$ cat config.mk
export PLATFORM = sky130hd
export DESIGN_NAME = deque_with_search_core
export DESIGN_NICKNAME = d
export VERILOG_FILES = /design/src/rtl/dqs_pkg.sv /design/src/rtl/deque_with_search_core.sv /design/src/rtl/dqs_cell.sv
export SDC_FILE = /design/constraint.sdc
export NUM_CORES = 1
export LEC_CHECK = 0
export BUFFER_PORTS_ARGS = -buffer_cell sky130_fd_sc_hd__buf_4
export CORE_MARGIN = 2
export CORE_UTILIZATION = 57
export DETAILED_ROUTE_END_ITERATION = 16
export GPL_TIMING_DRIVEN = 0
export PLACE_DENSITY = 0.74
export SYNTH_ARGS = -nofsm -noshare
export SYNTH_HDL_FRONTEND = slang
export SYNTH_HIERARCHICAL = 1
export SYNTH_SLANG_ARGS = --single-unit
export TNS_END_PERCENT = 10
$ cat constraint.sdc
create_clock -name clk -period 5.7 [get_ports clk]
set_input_delay 0.57 -clock clk [delete_from_list [all_inputs] [get_ports clk]]
set_output_delay 0.57 -clock clk [all_outputs]
set_load 0.02 [all_outputs]
$ cat src/rtl/dqs_pkg.sv
`timescale 1ns / 1ps
`default_nettype none

package dqs_pkg;

	localparam logic [2:0] KIND_PUSH_FRONT = 3'd0;
	localparam logic [2:0] KIND_PUSH_BACK  = 3'd1;
	localparam logic [2:0] KIND_POP_FRONT  = 3'd2;
	localparam logic [2:0] KIND_POP_BACK   = 3'd3;
	localparam logic [2:0] KIND_SEARCH     = 3'd4;

	localparam logic [1:0] STATUS_OK       = 2'd0;
	localparam logic [1:0] STATUS_EMPTY    = 2'd1;
	localparam logic [1:0] STATUS_FULL     = 2'd2;
	localparam logic [1:0] STATUS_NOTFOUND = 2'd3;

	typedef struct packed {
		logic [2:0]         kind;
		logic signed [31:0] value;
	} req_t;

	typedef struct packed {
		logic [1:0]         status;
		logic signed [31:0] popped_value;
		logic [4:0]         position;
		logic [4:0]         fill_count;
	} rsp_t;

	// broadcast to every cell of the ring
	typedef struct packed {
		logic shift_prev;
		logic shift_next;
		logic load_head;
		logic load_slot;
	} cell_ctrl_t;

endpackage

`default_nettype wire

$ cat src/rtl/deque_with_search_core.sv
`timescale 1ns / 1ps
`default_nettype none

// Bounded double-ended queue of signed 32-bit values held in a ring of CAPACITY cells,
// front entry always in cell 0. Push front, push back and pop front load their result
// when accepted; pop back and search first rotate the whole ring once past the single
// comparator at cell 0, and the input is stalled until their result is loaded. A push
// to a full queue is dropped with status full; a pop or search of an empty queue
// reports status empty; a search with no match reports not found. The result sits in
// an output register; a new request may be accepted in the cycle the previous result
// is taken, while a stalled result holds off the input.
// Cell contents have no reset; only entries inside the held range are ever reported.
module deque_with_search_core import dqs_pkg::*; #(
	parameter int CAPACITY = 16
) (
	input  wire        clk,
	input  wire        arst_n,
	input  wire        req_valid,
	output logic       req_stall,
	input  wire req_t  req,
	output logic       rsp_valid,
	input  wire        rsp_stall,
	output rsp_t       rsp
);

	localparam int IDX_W = (CAPACITY > 1) ? $clog2(CAPACITY) : 1;
	localparam int CNT_W = $clog2(CAPACITY + 1);

	localparam logic [1:0] S_IDLE = 2'd0;
	localparam logic [1:0] S_WALK = 2'd1;
	localparam logic [1:0] S_HOLD = 2'd2;

	function automatic logic [4:0] to5(input logic [CNT_W-1:0] x);
		logic [CNT_W+4:0] w;
		w = {5'd0, x};
		return w[4:0];
	endfunction

	logic [1:0]         state_q, state_d;
	logic [CNT_W-1:0]   count_q, count_d;
	logic [IDX_W-1:0]   step_q, step_d;
	logic               search_q, search_d;
	logic signed [31:0] key_q, key_d;
	logic               found_q, found_d;
	logic [CNT_W-1:0]   pos_q, pos_d;
	logic signed [31:0] popped_q, popped_d;
	logic               rsp_valid_q;
	rsp_t               rsp_q, rsp_d;
	logic               rsp_load;

	cell_ctrl_t         ctrl;
	logic signed [31:0] cell_data [CAPACITY];
	logic signed [31:0] head;

	logic rsp_free, accept, empty, full;
	logic [CNT_W-1:0] step_ext;
	logic in_range, match, last_step;

	genvar gi;
	generate
		for (gi = 0; gi < CAPACITY; gi++) begin : g_cell
			localparam int PREV = (gi + CAPACITY - 1) % CAPACITY;
			localparam int NEXT = (gi + 1) % CAPACITY;
			dqs_cell #(
				.INDEX(gi),
				.CNT_W(CNT_W)
			) u_cell (
				.clk      (clk),
				.ctrl     (ctrl),
				.value    (req.value),
				.slot     (count_q),
				.prev_data(cell_data[PREV]),
				.next_data(cell_data[NEXT]),
				.data     (cell_data[gi])
			);
		end
	endgenerate

	assign head      = cell_data[0];
	assign rsp_free  = !rsp_valid_q || !rsp_stall;
	assign req_stall = (state_q != S_IDLE) || !rsp_free;
	assign accept    = req_valid && !req_stall;
	assign empty     = (count_q == '0);
	assign full      = (count_q == CNT_W'(CAPACITY));

	assign step_ext  = CNT_W'(step_q);
	assign in_range  = (step_ext < count_q);
	assign match     = in_range && !found_q && (head == key_q);
	assign last_step = (step_q == IDX_W'(CAPACITY - 1));

	always_comb begin
		state_d  = state_q;
		count_d  = count_q;
		step_d   = step_q;
		search_d = search_q;
		key_d    = key_q;
		found_d  = found_q;
		pos_d    = pos_q;
		popped_d = popped_q;
		ctrl     = '0;
		rsp_load = 1'b0;
		rsp_d    = '0;

		unique case (state_q)
			S_IDLE: begin
				if (accept) begin
					rsp_load = 1'b1;
					rsp_d.status = STATUS_OK;
					unique case (req.kind)
						KIND_PUSH_FRONT: begin
							if (full) begin
								rsp_d.status = STATUS_FULL;
							end else begin
								ctrl.shift_prev = 1'b1;
								ctrl.load_head  = 1'b1;
								count_d = count_q + 1'b1;
							end
						end
						KIND_PUSH_BACK: begin
							if (full) begin
								rsp_d.status = STATUS_FULL;
							end else begin
								ctrl.load_slot = 1'b1;
								count_d = count_q + 1'b1;
							end
						end
						KIND_POP_FRONT: begin
							if (empty) begin
								rsp_d.status = STATUS_EMPTY;
							end else begin
								rsp_d.popped_value = head;
								ctrl.shift_next = 1'b1;
								count_d = count_q - 1'b1;
							end
						end
						KIND_POP_BACK, KIND_SEARCH: begin
							if (empty) begin
								rsp_d.status = STATUS_EMPTY;
							end else begin
								// result comes after one full turn of the ring
								rsp_load = 1'b0;
								state_d  = S_WALK;
								step_d   = '0;
								search_d = (req.kind == KIND_SEARCH);
								key_d    = req.value;
								found_d  = 1'b0;
								pos_d    = '0;
								popped_d = '0;
							end
						end
						default: begin
						end
					endcase
					rsp_d.fill_count = to5(count_d);
				end
			end
			S_WALK: begin
				ctrl.shift_next = 1'b1;
				step_d = step_q + 1'b1;
				if (match) begin
					found_d = 1'b1;
					pos_d   = step_ext + 1'b1;
				end
				if (!search_q && (step_ext == count_q - 1'b1)) begin
					popped_d = head;
				end
				if (last_step) begin
					step_d = '0;
					if (!search_q) begin
						count_d = count_q - 1'b1;
					end
					state_d = S_HOLD;
					if (rsp_free) begin
						rsp_load = 1'b1;
						state_d  = S_IDLE;
					end
				end
			end
			S_HOLD: begin
				if (rsp_free) begin
					rsp_load = 1'b1;
					state_d  = S_IDLE;
				end
			end
			default: begin
				state_d = S_IDLE;
			end
		endcase

		if (state_q != S_IDLE) begin
			if (search_q) begin
				rsp_d.status   = found_d ? STATUS_OK : STATUS_NOTFOUND;
				rsp_d.position = to5(pos_d);
			end else begin
				rsp_d.status       = STATUS_OK;
				rsp_d.popped_value = popped_d;
			end
			rsp_d.fill_count = to5(count_d);
		end
	end

	always_ff @(posedge clk or negedge arst_n) begin
		if (!arst_n) begin
			state_q     <= S_IDLE;
			count_q     <= '0;
			step_q      <= '0;
			search_q    <= 1'b0;
			found_q     <= 1'b0;
			rsp_valid_q <= 1'b0;
		end else begin
			state_q  <= state_d;
			count_q  <= count_d;
			step_q   <= step_d;
			search_q <= search_d;
			found_q  <= found_d;
			if (rsp_load) begin
				rsp_valid_q <= 1'b1;
			end else if (!rsp_stall) begin
				rsp_valid_q <= 1'b0;
			end
		end
	end

	always_ff @(posedge clk) begin
		key_q    <= key_d;
		pos_q    <= pos_d;
		popped_q <= popped_d;
		if (rsp_load) begin
			rsp_q <= rsp_d;
		end
	end

	assign rsp_valid = rsp_valid_q;
	assign rsp       = rsp_q;

endmodule

`default_nettype wire

$ cat src/rtl/dqs_cell.sv
`timescale 1ns / 1ps
`default_nettype none

module dqs_cell import dqs_pkg::*; #(
	parameter int INDEX = 0,
	parameter int CNT_W = 5
) (
	input  wire                     clk,
	input  wire cell_ctrl_t         ctrl,
	input  wire logic signed [31:0] value,
	input  wire logic [CNT_W-1:0]   slot,
	input  wire logic signed [31:0] prev_data,
	input  wire logic signed [31:0] next_data,
	output logic signed [31:0]      data
);

	localparam bit HEAD = (INDEX == 0);

	logic signed [31:0] data_q;

	always_ff @(posedge clk) begin
		priority if (ctrl.shift_next) begin
			data_q <= next_data;
		end else if (ctrl.shift_prev) begin
			// push front: the head takes the new value, the rest move back one
			data_q <= (HEAD && ctrl.load_head) ? value : prev_data;
		end else if (ctrl.load_slot && (slot == CNT_W'(INDEX))) begin
			data_q <= value;
		end
	end

	assign data = data_q;

endmodule

`default_nettype wire
==> results.toml, run 1 <==
[placement]
placedInstanceArea_mm2 = 0.03511
hpwl_um = 68520
buffer_ports.inserted = 84
globalplace.congestion = 0.9150

[global_route]
grt_pass1_wl_um = 138600
antenna_found_initial = 0
vias_in_the_first_global_route = 23130
leftover_overflow_at_the_end_of_global_routing = 0
grt_max_degree = 35
gr-usage-all-layers_pct = 30.10

[timing]
clock_skew_ns = 0.02481
fmax_mhz = 190.7
worst-slew-pin-transition_ns = 1.265
setup_violations = 0
finalWorstPathRequiredPeriod_ns = 5.244
finalHoldViolCount = 0
finalMaxSlewViolations = 0
max-slew-margin-rel_pct = 15.65
rsz0062_at_grt = "false"
final_min_period_over_clock_period_pct = 92.00

[synthesis]
synthArstFlopShare_pct = 2.191
syn_avg_cell_area_um2 = 11.83
synthFlopType = "edfxtp_1"
seq_area_frac_synth_pct = 56.23
netlist_area_mm2 = 0.03334
yosys-top-cells-area = "edfxtp_1 (53%), mux2i_1 (16%), o21ai_1 (6.5%), nand2_1 (6.5%), buf_12 (2.7%)"
post_synth_inst_count = 2818
most_numerous_cell_in_the_yosys_netlist = "edfxtp_1"
synth-seq-cells = 639
synthesis.nets = 2864
synth-edff-count = 588
most_frequent_cells_after_synthesis = "edfxtp_1 (588), nand2_1 (573), mux2i_1 (524), o21ai_1 (436), buf_2 (99)"
synth_area_leader_cell = "edfxtp_1"
synth_cell_types = 69
yosys_warnings = 6
synth_top_area_share_pct = 52.96

[power]
portion_of_total_power_attributed_to_the_clock_network_pct = 20.9
total_leakage_power_nw = 13.09
p_switching_mw = 8.021
power.density_cell_area_mw_per_mm2 = 573.1
power.sequential.fraction_pct = 49.1
intPower_mw = 13.40
report.power.total_mw = 21.42
combPwrFrac_pct = 30.0
power.switching_fraction_pct = 37.45
ir_worst_vdd_v = 0.0002887

[clock_network]
h_tree_level_count = 3
worst_skew_pair.late_latency_ns = 0.62
numClockSinks = 639
clock-root-buffer = "clkbuf_16"
cts_max_path_buffers = 3
clk_pin_slew_ns = 0.06
ctsResizeCount = 0
cts_tree = "yes"
cts_made_buffers = 70

[worst_setup_path]
critPathLaunch = "count_q[0]"
rrSetupSlack_ns = 0.46
critPathMaxFanout = 32
cp.required_ns = 5.92
worst_r2r_startpoint = "count_q[0]"
timing.critical_path.arrival_ns = 5.46
reg2reg_to = "g_cell[4].u_cell/data[4]"
startpoint_type = "register"
kind_of_end_point_of_the_critical_path = "register"
worst-r2r-cell-count = 10
criticalPathCategory = "reg2reg"
endpoint = "g_cell[4].u_cell/data[4]"

[layout]
num-nets-final = 3026
sequential_cell_area_mm2 = 0.01875
num_antenna_cells = 0
multiInputGateArea_mm2 = 0.01253
fin_area_mm2 = 0.03737
area.growth.synth_to_final_pct = 12.10
layout.filler_cells = 4505
fraction_of_final_layout_cells_with_drive_strength_greater_than_1_pct = 13.50

[floorplan]
chipWidth_um = 245.8
rows = 88
design.portCount = 85
coreArea_mm2 = 0.05781
floorplan.die_area_mm2 = 0.06044
initial_utilization_pct = 57.68
chipHeight_um = 245.8

[detailed_routing]
via_count = 23340
firstDrtPassIters = 7
detail_route.vias_per_cell = 6.140
drt-total-wl_um = 90650
ant_nets = 0
drc = 0
wl_per_instance_um = 23.85
first_iter_violations = 2675

[run_status]
outcome = "finished clean"

[run]
max_cap_violations = 0

[hold_path]
hp-class = "in2reg"
## cell type report
type,count,area share [%]
well taps,765,2.561
repair buffers,90,1.952
flip-flops and latches,639,50.17
clock buffers,97,5.323
inverters,84,0.8437
clock inverters,31,0.7064
multi-input cells,1885,33.52
plain buffers,210,4.925
## critical path, cell delays in order (launching register included)
cell     delay (ns)
dfrtp_1        1.11
inv_1          0.32
ha_1           0.32
buf_4          0.17
nor3b_2        0.21
a211o_1        0.43
nor3_4         0.65
buf_8          0.28
buf_6          0.20
buf_12         0.16
a211o_1        0.96
## cell families after synthesis
group | share of synthesized area, %
AO/OA/AOI/OAI | 10.86
XOR/XNOR | 1.156
adder cells (fa/ha/maj) | 0.2627
buffers and inverters | 6.466
flip-flops | 56.23
multiplexers | 15.73
AND/OR/NAND/NOR | 9.292
## power by group through the flow
stage	Sequential [mW]	Combinational, mW	Clock (mW)
2_1_floorplan	9.54	4.49	0
3_3_place_gp	10.5	5.99	0
3_5_place_dp	10.5	6.30	0
4_1_cts	10.4	6.34	4.53
5_1_grt	10.7	7.08	4.71
6_report	10.5	6.42	4.48
## cells in the final DEF (no fill, tap or decap), types with 32 or more instances in the layout
cell / instances
inv_1: 83
edfxtp_1: 588
mux2i_1: 524
clkbuf_1: 53
o21ai_0: 59
nand4bb_1: 32
buf_4: 94
buf_2: 99
dfxtp_1: 37
clkbuf_16: 75
nand2_1: 573
a22o_1: 32
o21ai_1: 436
buf_12: 46
xor2_1: 32
## registers in the layout, indices dropped and copies added (netlist names)
register / count
g_cell.u_cell/data: 512
rsp: 44
key_q: 32
popped_q: 32
count_q: 5
pos_q: 5
step_q: 4
state_q: 2
found_q: 1
rsp_valid: 1
search_q: 1
## routing by layer
layer  global-route usage, %  wire, um  up-vias
met4                   11.12      2894        0
met5                       0         0        -
met2                   48.19     42290     1251
met1                   42.04     37550    11230
met3                   4.125      7920      160
li1                        -         -    10700
## worst min path at each step
stage | start | end | slack (ns) | cells past startpoint
after floorplan | arst_n | count_q[0] | 0.27 | 0
after global placement | popped_q[18] | popped_q[18] | 0.44 | 2
after detailed placement | arst_n | search_q | 0.45 | 1
after CTS | rsp_stall | rsp_valid | 0.22 | 3
after global routing | rsp_stall | rsp_valid | 0.27 | 3
final | rsp_stall | rsp_valid | 0.25 | 3
## stage by stage
stage	hold WS, ns	util, %	cells	setup slack (ns)	setup TNS [ns]
3_3_place_gp	0.4414	60.43	3667	-2.572	-1022.56
6_report	0.2484	64.65	3801	0.4558	0
4_1_cts	0.2243	64.65	3801	0.2286	0
5_1_grt	0.2716	64.65	3801	0.2751	0
2_1_floorplan	0.2744	-	2818	0.1177	0
3_5_place_dp	0.4465	60.73	3672	0.2251	0
## what timing repair did
item,in CTS,in global routing
hold buffers,1,0
buffers inserted,0,0
endpoints found under the hold margin,14,0
Note: power is estimated with default switching activity, not from simulation.
==> run 2: changes to the inputs <==
--- a/config.mk
+++ b/config.mk
@@ -7,10 +7,11 @@
 export LEC_CHECK = 0
 export BUFFER_PORTS_ARGS = -buffer_cell sky130_fd_sc_hd__buf_4
 export CORE_MARGIN = 2
-export CORE_UTILIZATION = 57
+export CORE_UTILIZATION = 59
+export CTS_BUF_LIST = sky130_fd_sc_hd__clkbuf_4
 export DETAILED_ROUTE_END_ITERATION = 16
 export GPL_TIMING_DRIVEN = 0
-export PLACE_DENSITY = 0.74
+export PLACE_DENSITY = 0.76
 export SYNTH_ARGS = -nofsm -noshare
 export SYNTH_HDL_FRONTEND = slang
 export SYNTH_HIERARCHICAL = 1
==> results.toml, run 2 (same netlist as run 1, synthesis figures left out) <==
[run_status]
outcome = "finished clean"

[worst_setup_path]
startpoint_type = "register"
timing.critical_path.arrival_ns = 5.91
rrSetupSlack_ns = 0.45
kind_of_end_point_of_the_critical_path = "register"
critPathMaxFanout = 32
cp.required_ns = 6.35
criticalPathCategory = "reg2reg"

[timing]
final_min_period_over_clock_period_pct = 92.17
clock_skew_ns = 0.03996
worst-slew-pin-transition_ns = 1.295
finalMaxSlewViolations = 0
finalWorstPathRequiredPeriod_ns = 5.254
finalHoldViolCount = 0
setup_violations = 0
max-slew-margin-rel_pct = 13.66
rsz0062_at_grt = "false"
worst_hold_slack_ns = 0.08792
fmax_mhz = 190.3

[placement]
buffer_ports.inserted = 84
dpl.cell_count = 3663
hpwl_um = 68660
globalplace.congestion = 0.9195

[clock_network]
cts_max_path_buffers = 3
cts_made_buffers = 167
h_tree_level_count = 4
clk_pin_slew_ns = 0.06
clock-root-buffer = "clkbuf_4"
ctsResizeCount = 0
cts_setup_buffers = 0
worst_skew_pair.late_latency_ns = 1.06
cts_tree = "yes"
numClockSinks = 639

[floorplan]
design.portCount = 85
chipHeight_um = 241.7
coreArea_mm2 = 0.05617
chipWidth_um = 241.7
initial_utilization_pct = 59.36
rows = 87
floorplan.die_area_mm2 = 0.05843

[detailed_routing]
detail_route.vias_per_cell = 6.005
via_count = 24050
drt-total-wl_um = 91580
firstDrtPassIters = 6
wl_per_instance_um = 22.87
drc = 0
ant_nets = 0
first_iter_violations = 2937

[global_route]
vias_in_the_first_global_route = 24300
grt_pass1_wl_um = 140000
antenna_found_initial = 2
grt_max_degree = 35
gr-usage-all-layers_pct = 31.30
leftover_overflow_at_the_end_of_global_routing = 0

[layout]
multiInputGateArea_mm2 = 0.01253
sequential_cell_area_mm2 = 0.01875
most-common-layout-cells = "edfxtp_1 (588), nand2_1 (573), mux2i_1 (524), o21ai_1 (436), clkbuf_4 (248)"
largest_register_ffs = 512
layout.filler_cells = 4327
num-nets-final = 3158
final_common_cell = "edfxtp_1"
fraction_of_final_layout_cells_with_drive_strength_greater_than_1_pct = 17.79
final_cell_count_no_fill = 4005
area.growth.synth_to_final_pct = 12.88
layout_utilization_pct = 67.00

[run]
max_cap_violations = 0

[power]
ir_worst_vdd_v = 0.0002386
total_leakage_power_nw = 13.42
power.density_cell_area_mw_per_mm2 = 558.3

[hold_path]
hp-class = "in2reg"
==> run 2: changes by cell type in the layout (fill, tap and decap cells not counted) <==
cell and delta:
clkbuf_4 +248, clkbuf_16 -75, dlygate4sd3_1 +35, clkinv_1 +24
clkbuf_1 -19, diode_2 +6, clkinv_2 -5, inv_2 +5
inv_6 -4, clkbuf_8 -3, bufinv_16 -1, clkinv_4 +1
clkinvlp_4 +1
==> run 2: final timing paths <==
kind	start	to	depth (start not counted)
worst max-delay path	count_q[0]	g_cell[4].u_cell/data[20]	10
worst min-delay path	req[34]	rsp[42]	4
worst max register to register	count_q[0]	g_cell[4].u_cell/data[20]	10
worst min register to register	popped_q[27]	popped_q[27]	2
max in group asynchronous	arst_n	count_q[1]	3
min in group asynchronous	arst_n	count_q[3]	3
==> run 2: metrics by stage <==
step / area [um^2] / setup slack (ns) / setup TNS [ns] / total power [mW]
detailed placement: 35100 / 0.5321 / 0 / 16.84
global placement: 34920 / -2.518 / -948.43 / 16.47
CTS: 37620 / 0.5222 / 0 / 20.89
finish: 37630 / 0.4465 / 0 / 21.01
floorplan: 33340 / 0.1177 / 0 / 14.03
global route: 37630 / 0.2758 / 0 / 22.12
==> run 2: critical path, cell delays in order, from the launching register on <==
cell and delay, ns:
dfrtp_1 1.12, inv_1 0.32, ha_1 0.32, buf_4 0.18, nor3b_2 0.22, a211o_1 0.43, nor3_4 0.62, buf_8 0.29
buf_6 0.20, buf_12 0.16, a211o_1 0.98
==> run 2: repair_timing <==
action,4_1_cts,5_1_grt
endpoints found under the hold margin,124,0
setup endpoints to repair,0,0
hold buffers,36,0
==> run 2: final cells by class <==
class | instances | area share, %
sequential | 639 | 49.82
multi-input combinational | 1885 | 33.29
clock buffer | 248 | 4.947
buffer | 210 | 4.891
timing repair buffer | 125 | 2.869
tap | 756 | 2.513
inverter | 84 | 0.8378
clock inverter | 52 | 0.7946
antenna | 6 | 0.03990
==> run 2: per-layer routing <==
| layer | up-vias | wire, um | track usage [%] |
|---|---|---|---|
| li1 | 11070 | - | - |
| met1 | 11380 | 36560 | 42.32 |
| met2 | 1423 | 42590 | 49.70 |
| met3 | 180 | 9532 | 6.559 |
| met4 | 0 | 2893 | 12.60 |
| met5 | - | 0 | 0 |
==> run 2: power breakdown <==
group	switching [mW]	internal, mW
clock	1.91	2.13
combinational	4.21	2.25
sequential	1.98	8.53
